## src/sv/occm_pkg.sv

```systemverilog
package occm_pkg;

	// fixed field widths
	localparam int PIX_W      = 32;
	localparam int FRAC_W     = 17;
	localparam int WHITE_W    = 25;
	localparam int CFG_DIM_W  = 13;
	localparam int CFG_DATA_W = 17;
	localparam int CFG_IDX_W  = 2;
	localparam int M_TDATA_W  = 48;
	localparam int M_TUSER_W  = 2;

	localparam int DEF_MAX_DIM = 4096;

	localparam logic [PIX_W-1:0]   WHITE_PIXEL  = '1;
	localparam logic [WHITE_W-1:0] WHITE_LIMIT  = 25'd16777216;
	localparam logic [FRAC_W-1:0]  ONE_Q16      = 17'd65536;
	localparam logic [FRAC_W-1:0]  MIN_FRACTION = 17'd655;

	typedef enum logic [CFG_IDX_W-1:0] {
		REG_IMAGE_WIDTH        = 2'd0,
		REG_IMAGE_HEIGHT       = 2'd1,
		REG_REFERENCE_FRACTION = 2'd2
	} cfg_reg_t;

	typedef enum logic [2:0] {
		SEQ_IDLE,
		SEQ_MUL_WH,
		SEQ_MUL_REF,
		SEQ_SUB,
		SEQ_DIV,
		SEQ_DONE
	} seq_state_t;

	// running totals after the pixel being accepted
	typedef struct packed {
		logic [WHITE_W-1:0] white_count;
		logic               is_clipped;
	} frame_sum_t;

	typedef struct packed {
		logic [FRAC_W-1:0]  occlusion_fraction;
		logic [WHITE_W-1:0] white_count;
		logic               is_clipped;
		logic               no_pixels;
	} result_t;

endpackage

```

## src/sv/mask_occlusion_and_clip_measure_unit.sv

```systemverilog
// channel   dir  handshake              payload
// s_        in   s_tvalid / s_tready    s_tdata: pixel_rgba[31:0]; s_tlast: frame_last
// m_        out  m_tvalid / m_tready    m_tdata: occlusion_fraction[16:0], white_count[41:17]
//                                       m_tuser: is_clipped[0], no_pixels[1]
// cfg_      in   cfg_valid / cfg_ready  cfg_index: register, cfg_data: value
//
// a pixel without s_tlast is taken at one pixel every cycle while the sequencer is idle
// a pixel with s_tlast starts the end-of-frame sequence: w*h and ref*total by
// shift-and-add, one subtract and a 17-step restoring divide, all on one shared
// adder; s_tready is low until the sequencer is idle again, and the divide is
// skipped when the frame has no white pixel or the numerator is negative
// the result sits in an output register; a stalled m_tready with that register
// still full keeps the sequencer in its done state and the input side not ready
// arst_n clears position, counts and flags and loads 640 x 480, reference 0
module mask_occlusion_and_clip_measure_unit import occm_pkg::*; #(
	parameter int MAX_DIM = DEF_MAX_DIM
) (
	input  logic                  clk,
	input  logic                  arst_n,
	// pixel stream
	input  logic                  s_tvalid,
	output logic                  s_tready,
	input  logic [PIX_W-1:0]      s_tdata,   // pixel_rgba
	input  logic                  s_tlast,   // frame_last
	// result stream
	output logic                  m_tvalid,
	input  logic                  m_tready,
	output logic [M_TDATA_W-1:0]  m_tdata,   // occlusion_fraction, white_count, zero pad
	output logic [M_TUSER_W-1:0]  m_tuser,   // is_clipped, no_pixels
	// register writes
	input  logic                  cfg_valid,
	output logic                  cfg_ready,
	input  logic [CFG_IDX_W-1:0]  cfg_index,
	input  logic [CFG_DATA_W-1:0] cfg_data
);

	localparam int DIM_W = $clog2(MAX_DIM + 1);
	localparam int CMP_W = (DIM_W > CFG_DIM_W) ? DIM_W : CFG_DIM_W;

	// configuration registers, as written
	logic [CFG_DIM_W-1:0] image_width_q;
	logic [CFG_DIM_W-1:0] image_height_q;
	logic [FRAC_W-1:0]    reference_fraction_q;

	// clamped values seen by the datapath
	logic [DIM_W-1:0]  width_cl;
	logic [DIM_W-1:0]  height_cl;
	logic [FRAC_W-1:0] ref_cl;

	logic       in_accept;
	logic       seq_idle;
	logic       res_valid;
	logic       res_take;
	frame_sum_t sum_nxt;
	result_t    res;

	logic                 m_tvalid_q;
	logic [M_TDATA_W-1:0] m_tdata_q;
	logic [M_TUSER_W-1:0] m_tuser_q;

	assign cfg_ready = 1'b1;

	always_ff @(posedge clk or negedge arst_n) begin
		if (!arst_n) begin
			image_width_q        <= 13'd640;
			image_height_q       <= 13'd480;
			reference_fraction_q <= '0;
		end else if (cfg_valid) begin
			case (cfg_index)
				REG_IMAGE_WIDTH:        image_width_q        <= cfg_data[CFG_DIM_W-1:0];
				REG_IMAGE_HEIGHT:       image_height_q       <= cfg_data[CFG_DIM_W-1:0];
				REG_REFERENCE_FRACTION: reference_fraction_q <= cfg_data;
				default: begin
					image_width_q <= image_width_q;
				end
			endcase
		end
	end

	// zero acts as one, anything past MAX_DIM as MAX_DIM
	always_comb begin
		if (image_width_q == '0) begin
			width_cl = DIM_W'(1);
		end else if (CMP_W'(image_width_q) > CMP_W'(MAX_DIM)) begin
			width_cl = DIM_W'(MAX_DIM);
		end else begin
			width_cl = DIM_W'(image_width_q);
		end
		if (image_height_q == '0) begin
			height_cl = DIM_W'(1);
		end else if (CMP_W'(image_height_q) > CMP_W'(MAX_DIM)) begin
			height_cl = DIM_W'(MAX_DIM);
		end else begin
			height_cl = DIM_W'(image_height_q);
		end
		ref_cl = (reference_fraction_q > ONE_Q16) ? ONE_Q16 : reference_fraction_q;
	end

	// pixels only flow while the sequencer is parked
	assign s_tready  = seq_idle;
	assign in_accept = s_tvalid && s_tready;

	occm_track #(
		.MAX_DIM (MAX_DIM),
		.DIM_W   (DIM_W)
	) u_track (
		.clk        (clk),
		.arst_n     (arst_n),
		.accept     (in_accept),
		.pixel      (s_tdata),
		.last       (s_tlast),
		.img_width  (width_cl),
		.img_height (height_cl),
		.sum_nxt    (sum_nxt)
	);

	occm_seq #(
		.MAX_DIM (MAX_DIM),
		.DIM_W   (DIM_W)
	) u_seq (
		.clk        (clk),
		.arst_n     (arst_n),
		.start      (in_accept && s_tlast),
		.sum_in     (sum_nxt),
		.img_width  (width_cl),
		.img_height (height_cl),
		.ref_frac   (ref_cl),
		.idle       (seq_idle),
		.res_valid  (res_valid),
		.res_take   (res_take),
		.res        (res)
	);

	// output register, refilled as soon as the previous item leaves
	assign res_take = res_valid && (!m_tvalid_q || m_tready);

	always_ff @(posedge clk or negedge arst_n) begin
		if (!arst_n) begin
			m_tvalid_q <= 1'b0;
		end else if (res_take) begin
			m_tvalid_q <= 1'b1;
		end else if (m_tready) begin
			m_tvalid_q <= 1'b0;
		end
	end

	always_ff @(posedge clk) begin
		if (res_take) begin
			m_tdata_q <= M_TDATA_W'({res.white_count, res.occlusion_fraction});
			m_tuser_q <= {res.no_pixels, res.is_clipped};
		end
	end

	assign m_tvalid = m_tvalid_q;
	assign m_tdata  = m_tdata_q;
	assign m_tuser  = m_tuser_q;

endmodule

```

## src/sv/occm_track.sv

```systemverilog
module occm_track import occm_pkg::*; #(
	parameter int MAX_DIM = DEF_MAX_DIM,
	parameter int DIM_W   = $clog2(MAX_DIM + 1)
) (
	input  logic             clk,
	input  logic             arst_n,
	input  logic             accept,
	input  logic [PIX_W-1:0] pixel,
	input  logic             last,
	input  logic [DIM_W-1:0] img_width,
	input  logic [DIM_W-1:0] img_height,
	output frame_sum_t       sum_nxt
);

	localparam int POS_W = $clog2(MAX_DIM);

	logic [POS_W-1:0]   column_pos_q;
	logic [POS_W-1:0]   row_pos_q;
	logic [WHITE_W-1:0] white_q;
	logic               clip_q;

	logic [DIM_W-1:0] w_m1;
	logic [DIM_W-1:0] h_m1;
	logic             col_end;
	logic             row_end;
	logic             is_white;
	logic             on_border;

	assign w_m1      = img_width - DIM_W'(1);
	assign h_m1      = img_height - DIM_W'(1);
	assign col_end   = DIM_W'(column_pos_q) >= w_m1;
	assign row_end   = DIM_W'(row_pos_q) >= h_m1;
	assign is_white  = pixel == WHITE_PIXEL;
	assign on_border = column_pos_q == '0 || col_end || row_pos_q == '0 || row_end;

	always_comb begin
		sum_nxt.white_count = white_q;
		sum_nxt.is_clipped  = clip_q;
		if (is_white) begin
			if (white_q < WHITE_LIMIT) begin
				sum_nxt.white_count = white_q + WHITE_W'(1);
			end
			if (on_border) begin
				sum_nxt.is_clipped = 1'b1;
			end
		end
	end

	always_ff @(posedge clk or negedge arst_n) begin
		if (!arst_n) begin
			column_pos_q <= '0;
			row_pos_q    <= '0;
			white_q      <= '0;
			clip_q       <= 1'b0;
		end else if (accept) begin
			if (last) begin
				column_pos_q <= '0;
				row_pos_q    <= '0;
				white_q      <= '0;
				clip_q       <= 1'b0;
			end else begin
				white_q <= sum_nxt.white_count;
				clip_q  <= sum_nxt.is_clipped;
				if (col_end) begin
					column_pos_q <= '0;
					row_pos_q    <= row_end ? '0 : row_pos_q + POS_W'(1);
				end else begin
					column_pos_q <= column_pos_q + POS_W'(1);
				end
			end
		end
	end

endmodule

```

## src/sv/occm_seq.sv

```systemverilog
module occm_seq import occm_pkg::*; #(
	parameter int MAX_DIM = DEF_MAX_DIM,
	parameter int DIM_W   = $clog2(MAX_DIM + 1)
) (
	input  logic              clk,
	input  logic              arst_n,
	input  logic              start,
	input  frame_sum_t        sum_in,
	input  logic [DIM_W-1:0]  img_width,
	input  logic [DIM_W-1:0]  img_height,
	input  logic [FRAC_W-1:0] ref_frac,
	output logic              idle,
	output logic              res_valid,
	input  logic              res_take,
	output result_t           res
);

	localparam int PROD_W = 2 * DIM_W + FRAC_W;
	localparam int ACC_W  = (PROD_W > WHITE_W + FRAC_W) ? PROD_W : WHITE_W + FRAC_W;
	localparam int MPL_W  = (DIM_W > FRAC_W) ? DIM_W : FRAC_W;
	localparam int CNT_W  = $clog2(MPL_W);

	seq_state_t state_q, state_d;

	logic [ACC_W-1:0]   acc_q;
	logic [ACC_W-1:0]   opnd_q;
	logic [MPL_W-1:0]   mplr_q;
	logic [CNT_W-1:0]   cnt_q;
	logic [WHITE_W-1:0] rem_q;
	logic [FRAC_W-1:0]  quo_q;
	logic [WHITE_W-1:0] white_q;
	logic               clip_q;

	// the one shared add / subtract unit
	logic [ACC_W-1:0] op_a;
	logic [ACC_W-1:0] op_b;
	logic             op_sub;
	logic [ACC_W:0]   sum_w;
	logic             carry;

	always_comb begin
		op_a   = '0;
		op_b   = '0;
		op_sub = 1'b0;
		case (state_q)
			SEQ_MUL_WH, SEQ_MUL_REF: begin
				op_a = {acc_q[ACC_W-2:0], 1'b0};
				op_b = mplr_q[MPL_W-1] ? opnd_q : '0;
			end
			SEQ_SUB: begin
				op_a   = ACC_W'({white_q, 16'b0});
				op_b   = acc_q;
				op_sub = 1'b1;
			end
			SEQ_DIV: begin
				op_a   = ACC_W'({rem_q, quo_q[FRAC_W-1]});
				op_b   = ACC_W'(white_q);
				op_sub = 1'b1;
			end
			default: begin
				op_sub = 1'b0;
			end
		endcase
	end

	assign sum_w = {1'b0, op_a} + {1'b0, op_sub ? ~op_b : op_b} + (ACC_W + 1)'(op_sub);
	assign carry = sum_w[ACC_W];

	always_ff @(posedge clk or negedge arst_n) begin
		if (!arst_n) begin
			state_q <= SEQ_IDLE;
		end else begin
			state_q <= state_d;
		end
	end

	always_comb begin
		state_d   = state_q;
		idle      = 1'b0;
		res_valid = 1'b0;
		case (state_q)
			SEQ_IDLE: begin
				idle = 1'b1;
				if (start) begin
					state_d = SEQ_MUL_WH;
				end
			end
			SEQ_MUL_WH: begin
				if (cnt_q == '0) begin
					state_d = SEQ_MUL_REF;
				end
			end
			SEQ_MUL_REF: begin
				if (cnt_q == '0) begin
					state_d = SEQ_SUB;
				end
			end
			SEQ_SUB: begin
				state_d = (white_q == '0 || !carry) ? SEQ_DONE : SEQ_DIV;
			end
			SEQ_DIV: begin
				if (cnt_q == '0) begin
					state_d = SEQ_DONE;
				end
			end
			SEQ_DONE: begin
				res_valid = 1'b1;
				if (res_take) begin
					state_d = SEQ_IDLE;
				end
			end
			default: begin
				state_d = SEQ_IDLE;
			end
		endcase
	end

	always_ff @(posedge clk or negedge arst_n) begin
		if (!arst_n) begin
			cnt_q <= '0;
		end else begin
			case (state_q)
				SEQ_IDLE: begin
					cnt_q <= CNT_W'(MPL_W - 1);
				end
				SEQ_MUL_WH: begin
					cnt_q <= (cnt_q == '0) ? CNT_W'(MPL_W - 1) : cnt_q - CNT_W'(1);
				end
				SEQ_SUB: begin
					cnt_q <= CNT_W'(FRAC_W - 1);
				end
				SEQ_MUL_REF, SEQ_DIV: begin
					cnt_q <= cnt_q - CNT_W'(1);
				end
				default: begin
					cnt_q <= cnt_q;
				end
			endcase
		end
	end

	always_ff @(posedge clk) begin
		case (state_q)
			SEQ_IDLE: begin
				if (start) begin
					white_q <= sum_in.white_count;
					clip_q  <= sum_in.is_clipped;
					acc_q   <= '0;
					opnd_q  <= ACC_W'(img_width);
					mplr_q  <= MPL_W'(img_height);
				end
			end
			SEQ_MUL_WH: begin
				mplr_q <= {mplr_q[MPL_W-2:0], 1'b0};
				acc_q  <= sum_w[ACC_W-1:0];
				if (cnt_q == '0) begin
					// product w*h becomes the multiplicand for the reference
					opnd_q <= sum_w[ACC_W-1:0];
					acc_q  <= '0;
					mplr_q <= MPL_W'(ref_frac);
				end
			end
			SEQ_MUL_REF: begin
				mplr_q <= {mplr_q[MPL_W-2:0], 1'b0};
				acc_q  <= sum_w[ACC_W-1:0];
			end
			SEQ_SUB: begin
				if (white_q == '0 || !carry) begin
					quo_q <= '0;
				end else begin
					// numerator below white << 17, so the top part fits the remainder
					rem_q <= sum_w[FRAC_W +: WHITE_W];
					quo_q <= sum_w[FRAC_W-1:0];
				end
			end
			SEQ_DIV: begin
				rem_q <= carry ? sum_w[WHITE_W-1:0] : {rem_q[WHITE_W-2:0], quo_q[FRAC_W-1]};
				quo_q <= {quo_q[FRAC_W-2:0], carry};
			end
			default: begin
				acc_q <= acc_q;
			end
		endcase
	end

	always_comb begin
		res.occlusion_fraction = (quo_q < MIN_FRACTION) ? '0 : quo_q;
		res.white_count        = white_q;
		res.is_clipped         = clip_q;
		res.no_pixels          = white_q == '0;
	end

endmodule

```

## config.mk

```make
export PLATFORM = sky130hd
export DESIGN_NAME = mask_occlusion_and_clip_measure_unit
export DESIGN_NICKNAME = d
export VERILOG_FILES = /design/src/sv/occm_pkg.sv /design/src/sv/mask_occlusion_and_clip_measure_unit.sv /design/src/sv/occm_track.sv /design/src/sv/occm_seq.sv
export SDC_FILE = /design/constraint.sdc
export NUM_CORES = 1
export LEC_CHECK = 0
export ABC_AREA = 1
export BUFFER_PORTS_ARGS = -buffer_cell sky130_fd_sc_hd__buf_2
export CELL_PAD_IN_SITES_DETAIL_PLACEMENT = 0
export CELL_PAD_IN_SITES_GLOBAL_PLACEMENT = 2
export CORE_AREA = 2 2 220 244
export DETAILED_ROUTE_END_ITERATION = 7
export DIE_AREA = 0 0 222 246
export PLACE_DENSITY = 0.84
export SETUP_SLACK_MARGIN = 0.5
export SLEW_MARGIN = 20
export SYNTH_ARGS = -nofsm -noshare
export SYNTH_HDL_FRONTEND = slang
export SYNTH_SLANG_ARGS = --single-unit
```

## constraint.sdc

```tcl
create_clock -name clk -period 8.5 [get_ports clk]
set_input_delay 1.275 -clock clk [delete_from_list [all_inputs] [get_ports clk]]
set_output_delay 1.275 -clock clk [all_outputs]
set_load 0.05 [all_outputs]
```

==> results.toml, run 1 <==
[grt]
grt_max_degree = 69
use_met3 = 0.0328
grt.busiest_layer = "met2"
grt_pass1_vias = 16703
grt_overflow = 0
grt_usage = 0.245
use_met1 = 0.323
grt_pass1_wl_mm = 102
grt_antenna_before_repair = 0
use_met2 = 0.412

[sta]
hold_viol = 0
finalClockSkew_ps = 22.6
finalCritPeriodShare = 0.711
fin_crit_ps = 6040
setup_viol = 0
worstMarginPinSlew_ps = 973
rsz0062_at_grt = "false"
fmax_mhz = 166
setup_tns_ps = 0
relSlewSlack = 0.352
drv_slew = 0

[logic_synthesis]
syn_area_sq_mm = 0.0196
ys_ff_latch = 317
yosysWarnings = 0
synth_flop_cell = "edfxtp_1"
syn_inst = 2442
async_reset_ff_frac = 0.322
syn_area_per_cell_sq_um = 8.02
synth-seq-area-share = 0.461
synthDistinctLibCells = 56
synth_edf_count = 215

[floorplan]
dieArea_sq_mm = 0.0546
die_w_um = 222
rows = 88
design.core.area_sq_mm = 0.0521
pin_count = 110
die-height_um = 246
start_util = 0.376

[clock_network]
cts-root-buf = "clkbuf_16"
cts_buffers = 39
clk-insertion-delay-late_ps = 570
cts_resized = 0
htreeDepth = 2
post_cts_buffers = 0
postCtsHoldBufs = 0
clk_path_buf_depth = 3
clock_sinks = 317
clkSlewWorstSetupHoldPaths_ps = 60
cts_tree = "done"

[pwr]
power.ir.vdd_worst_mv = 0.320
leakagePower_nw = 9.59
power.density_mw_per_mm2 = 398

[critical_path]
cp-end-kind = "flop"
crit_chain = "nor2_2, nand2_2, buf_4, nand2_4, clkinv_1, buf_4, o22ai_1, ha_1, nand2_1, o21ai_0, a21oi_1, o21ai_0, a21oi_1, nand2_4, nand2_1, a21oi_2, buf_4"
critPathKind = "flop to flop"
crit_top_cell = "buf_4"
start_kind = "flop"
crit_fanout = 63
worst_ep_arrival_time_ps = 6240
cpMaxStageDelayCell = "clkinv_1"
critPathMaxStageDelay_ps = 790
cp.required_ps = 8710

[layout]
fin_area_sq_mm = 0.0220
area_delta_synth_final_pct = 12.5
fin_util = 0.423
nets = 2639
antenna_cells = 0
drive_gt1_frac = 0.0938

[drt]
postRouteAntennaNets = 0
avgRoutedWirePerCell_um = 21.0
first_pass_iters = 5
totalWireLength_mm = 67.4
drt-initial-drc-count = 1232
viasPerCell = 5.33
drc = 0
vias = 17101

[status]
status = "finished clean"

[hold_path]
hp-class = "flop to flop"

[place]
place_congestion = 0.957
placed_area_sq_mm = 0.0207
dp_hpwl_mm = 51.0
portBuffers = 102

[flow_run]
cap_violations = 0
[where the power goes]
group / switching, W / internal [W] / total, W
combinational: 0.00320 / 0.00117 / 0.00437
clock: 0.000686 / 0.00103 / 0.00172
sequential: 0.000244 / 0.00243 / 0.00268
total: 0.00413 / 0.00464 / 0.00877
[flip-flops by register name, indices dropped and copies added (netlist names)]
| name | cells |
|---|---|
| u_seq.mplr_q | 17 |
| reference_fraction_q | 17 |
| u_track.white_q | 25 |
| u_track.row_pos_q | 12 |
| u_seq.quo_q | 17 |
| u_seq.opnd_q | 43 |
| u_track.clip_q | 1 |
| m_tuser | 2 |
| u_seq.cnt_q | 5 |
| u_seq.rem_q | 25 |
| m_tdata | 42 |
| u_track.column_pos_q | 12 |
| image_height_q | 13 |
| m_tvalid | 1 |
| u_seq.clip_q | 1 |
| u_seq.acc_q | 43 |
| u_seq.state_q | 3 |
| u_seq.white_q | 25 |
| image_width_q | 13 |
[final timing paths]
check                                              from                                to  slack [ps]  depth (start not counted)
setup reg to reg           u_seq.state_q[1]$_DFFE_PN0P_         u_seq.rem_q[23]$_DFFE_PP_        2460                         17
hold / removal                   u_seq.clip_q$_DFFE_PP_              m_tuser[0]$_DFFE_PP_         420                          0
hold reg to reg                  u_seq.clip_q$_DFFE_PP_              m_tuser[0]$_DFFE_PP_         420                          0
min in group asynchronous                        arst_n    u_track.white_q[6]$_DFFE_PN0P_         680                          1
max in group asynchronous                        arst_n  u_track.row_pos_q[3]$_DFFE_PN0P_        6550                          2
setup / recovery           u_seq.state_q[1]$_DFFE_PN0P_         u_seq.rem_q[23]$_DFFE_PP_        2460                         17
[cells in the final DEF (no fill, tap or decap), types with 10 or more instances in the layout]
cell and count:
a21oi_1 111, buf_2 101, buf_4 19, clkbuf_16 40, dfrtp_1 96, edfxtp_1 215
ha_1 74, inv_1 324, nand2_1 512, nand3_1 160, nand4_1 30, nor2_1 283
nor3_1 27, nor4_1 23, o21ai_0 201, o221ai_1 10, o22ai_1 55, xnor2_1 23
xor2_1 60
[layout make-up]
cell class / count / area (sq um)
fillers: 5369 / 30100
flip-flops and latches: 317 / 9020
multi-input cells: 1699 / 8930
inverters: 329 / 1230
clock buffers: 54 / 1140
well taps: 675 / 845
repair buffers: 121 / 668
clock inverters: 16 / 181
[per-stage QoR]
stage	setup WS [ps]	hold WS, ps	power [W]	cells
finish	2460	416	0.00877	3211
global route	2030	430	0.00934	3211
CTS	2560	420	0.00878	3210
detailed placement	2590	410	0.00702	3140
global placement	2740	403	0.00701	3140
floorplan	1890	400	0.00550	2447
[critical path: cells and delay by family (launching register included)]
family / cells / cell delay, ps
adders and majority gates: 1 / 220
buffers and inverters: 4 / 2000
and+or+nand+nor: 6 / 1670
AOI/OAI and AO/OA: 6 / 1190
DFF: 1 / 470
[synthesized netlist by cell type, types with 7 or more instances]
library cell | number | area [sq um]
o221ai_1 | 10 | 87.6
buf_2 | 8 | 40.0
nor2_1 | 286 | 1070
xnor2_1 | 23 | 201
nand2_1 | 513 | 1930
o211ai_1 | 9 | 67.6
o21ai_0 | 201 | 1010
nor3_1 | 28 | 140
ha_1 | 74 | 926
o22ai_1 | 55 | 344
nand3_1 | 162 | 811
clkbuf_1 | 71 | 267
nand3b_1 | 7 | 52.6
a21boi_0 | 7 | 52.6
a21o_1 | 7 | 52.6
xor2_1 | 60 | 526
buf_1 | 11 | 41.3
inv_1 | 324 | 1220
edfxtp_1 | 215 | 6460
a22oi_1 | 9 | 67.6
nand4_1 | 30 | 188
buf_4 | 8 | 60.1
or2_2 | 8 | 50.1
a21oi_1 | 113 | 566
nor4_1 | 23 | 144
dfrtp_1 | 96 | 2400
[cell families (layout without fill, tap and decap cells)]
family / count (synthesis) / after routing / share of synthesized area
simple gates: 1078 / 1078 / 0.233
compound gates: 452 / 452 / 0.132
buf+inv: 431 / 520 / 0.0869
flops: 317 / 317 / 0.461
xor+xnor: 83 / 83 / 0.0371
fa+ha+maj: 75 / 75 / 0.0483
mux: 4 / 4 / 0.00224
other cells: 2 / 7 / 0.000384
[per-layer routing]
metal  routed length, um  vias up
met1               29800     8240
met2               31800      455
met4                2580        0
met5                   0        -
li1                    -     8297
met3                3200      109
Power figures use the tool's default switching activity.
==> run 2, diff against run 1 <==
--- a/config.mk
+++ b/config.mk
@@ -9,10 +9,10 @@
 export BUFFER_PORTS_ARGS = -buffer_cell sky130_fd_sc_hd__buf_2
 export CELL_PAD_IN_SITES_DETAIL_PLACEMENT = 0
 export CELL_PAD_IN_SITES_GLOBAL_PLACEMENT = 2
-export CORE_AREA = 2 2 220 244
+export CORE_AREA = 2 2 232 257
 export DETAILED_ROUTE_END_ITERATION = 7
-export DIE_AREA = 0 0 222 246
-export PLACE_DENSITY = 0.84
+export DIE_AREA = 0 0 234 259
+export PLACE_DENSITY = 0.8
 export SETUP_SLACK_MARGIN = 0.5
 export SLEW_MARGIN = 20
 export SYNTH_ARGS = -nofsm -noshare
==> constraint.sdc (replaced) <==
create_clock -name clk -period 5.55 [get_ports clk]
set_input_delay 0.8325 -clock clk [delete_from_list [all_inputs] [get_ports clk]]
set_output_delay 0.8325 -clock clk [all_outputs]
set_load 0.05 [all_outputs]
==> run 2 against run 1 <==
Clock skew grew 22 ps. Critical path depth shrank 3. Non-clock buffer count grew 12. Worst hold slack lost 38 ps. Combinational power grew 55%. Maximum frequency grew 35%. Setup slack lost 1400 ps. Routed wire length grew 3.5%. Die area grew 11%. Flip-flop and latch count is the same.
==> results.toml, run 2 (synthesis gave the netlist of run 1 again) <==
[critical_path]
crit_fanout = 22
path_buf_inv = 2
start_kind = "flop"
worst_ep_arrival_time_ps = 4760
cpLargestDelayFamily = "compound AO/OA/AOI/OAI gates"
crit_chain = "inv_2, nand3_2, nand2_1, inv_1, o21ai_0, ha_1, a21oi_1, o21ai_0, a21oi_1, nand3_1, xnor2_1, nand2_1, o211ai_2, nand2_1"
reg2reg_to = "u_seq.rem_q[22]$_DFFE_PP_"
cp.required_ps = 5850
r2r_cells = 14
r2r_slack_ps = 1080
crit_top_cell = "nand2_1"
r2r_start = "u_seq.state_q[2]$_DFFE_PN0P_"
critPathMaxStageDelay_ps = 750
cpMaxStageDelayCell = "xnor2_1"
critPathKind = "flop to flop"
cp-end-kind = "flop"

[hold_path]
hp-class = "primary input to async pin"

[clock_network]
cts_tree = "done"
cts-root-buf = "clkbuf_16"
clock_sinks = 317
clkSlewWorstSetupHoldPaths_ps = 60
post_cts_buffers = 0
cts_buffers = 41
clk_path_buf_depth = 3
clk-insertion-delay-late_ps = 590
htreeDepth = 2

[sta]
drv_slew = 0
relSlewSlack = 0.352
setup_viol = 0
worstMarginPinSlew_ps = 972
finalCritPeriodShare = 0.805
hold_slack_ps = 378
finalClockSkew_ps = 44.1
rsz0062_at_grt = "false"
setup_tns_ps = 0
hold_viol = 0
setup_slack_ps = 1080
fin_crit_ps = 4470
fmax_mhz = 224

[grt]
grt_max_degree = 71
grt_usage = 0.231
grt_antenna_before_repair = 0
grt_pass1_vias = 17162
grt_overflow = 0
grt_pass1_wl_mm = 105

[pwr]
power.share.switching = 0.470
intPower_w = 0.00726
clockPowerShare = 0.204
leakagePower_nw = 9.70
power.ir.vdd_worst_mv = 0.349
seqPwrFrac = 0.302
p_switching_w = 0.00645
comb_power_share = 0.494
power.density_mw_per_mm2 = 614

[layout]
fin_cells = 3314
nets = 2653
final_cell_mix = "510 x nand2_1, 324 x inv_1, 283 x nor2_1"
drive_gt1_frac = 0.0987
antenna_cells = 0
fin_area_sq_mm = 0.0223
area_delta_synth_final_pct = 14.2
n_fill_cell = 6072
final_common_cell = "nand2_1"

[drt]
avgRoutedWirePerCell_um = 21.1
viasPerCell = 5.24
drc = 0
vias = 17359
postRouteAntennaNets = 0
drt-initial-drc-count = 1458
first_pass_iters = 6
totalWireLength_mm = 69.8

[flow_run]
cap_violations = 0

[floorplan]
rows = 93
start_util = 0.337
design.core.area_sq_mm = 0.0581
pin_count = 110
dieArea_sq_mm = 0.0606
die_w_um = 234
die-height_um = 259

[place]
post-place-ws_ps = 769
dp_hpwl_mm = 53.1
portBuffers = 102
dp_cells = 3238
place_congestion = 0.961
placed_area_sq_mm = 0.0209

[status]
status = "finished clean"
-- run 2: changes by cell type in the layout (fill, tap and decap cells not counted), moves of 3 or more --
cell	previous run	this run
clkbuf_1	5	9
clkinv_4	0	5
clkbuf_16	40	43
clkbuf_8	9	0
inv_6	1	4
buf_4	19	29
-- run 2: area by class of cell --
| cell class | count | area, sq um | area share |
|---|---|---|---|
| clock inverter | 24 | 308 | 0.0138 |
| timing repair buffer | 133 | 783 | 0.0351 |
| multi-input combinational | 1699 | 8940 | 0.400 |
| sequential | 317 | 9020 | 0.403 |
| inverter | 329 | 1230 | 0.0553 |
| clock buffer | 52 | 1110 | 0.0497 |
| tap | 760 | 951 | 0.0426 |
-- run 2: repair_timing --
action	in CTS	in global routing
endpoints found under the setup margin	0	12
resized for setup	0	2
hold buffers	0	0
endpoints found under the hold margin	0	0
-- run 2: worst max path at each step --
stage,startpoint,endpoint,slack (ps),cells after the start
floorplan,u_seq.state_q[1]$_DFFE_PN0P_,u_seq.opnd_q[0]$_DFFE_PP_,170,9
global placement,image_width_q[7]$_DFFE_PN1P_,u_track.row_pos_q[4]$_DFFE_PN0P_,780,29
detailed placement,image_width_q[7]$_DFFE_PN1P_,u_track.row_pos_q[11]$_DFFE_PN0P_,770,29
CTS,image_width_q[7]$_DFFE_PN1P_,u_track.row_pos_q[1]$_DFFE_PN0P_,750,29
global route,u_seq.state_q[2]$_DFFE_PN0P_,u_seq.rem_q[22]$_DFFE_PP_,730,18
finish,u_seq.state_q[2]$_DFFE_PN0P_,u_seq.rem_q[22]$_DFFE_PP_,1080,14
-- run 2: power groups by stage --
| stage | Combinational, W | Sequential [W] | Clock [W] |
|---|---|---|---|
| finish | 0.00677 | 0.00414 | 0.00280 |
| global route | 0.00741 | 0.00422 | 0.00295 |
| CTS | 0.00676 | 0.00414 | 0.00286 |
| detailed placement | 0.00672 | 0.00418 | 0 |
| global placement | 0.00670 | 0.00416 | 0 |
| floorplan | 0.00428 | 0.00413 | 0 |
-- run 2: stage by stage --
stage | utilization | total power, W
global placement | 0.360 | 0.0109
detailed placement | 0.360 | 0.0109
finish | 0.385 | 0.0137
CTS | 0.385 | 0.0138
floorplan | - | 0.00841
global route | 0.385 | 0.0146
-- run 2: metal layers --
layer	track usage	vias up	wire, um
li1	-	8336	-
met5	0	-	0
met2	0.384	570	33100
met4	0.0934	0	2900
met1	0.302	8331	30000
met3	0.0317	122	3790
-- run 2: worst register-to-register path, cell delays in order, from the launching register on --
cell and delay, ps:
dfrtp_1 490, inv_2 110, nand3_2 110, nand2_1 80, inv_1 640, o21ai_0 240, ha_1 430, a21oi_1 290
o21ai_0 250, a21oi_1 320, nand3_1 180, xnor2_1 750, nand2_1 140, o211ai_2 90, nand2_1 70
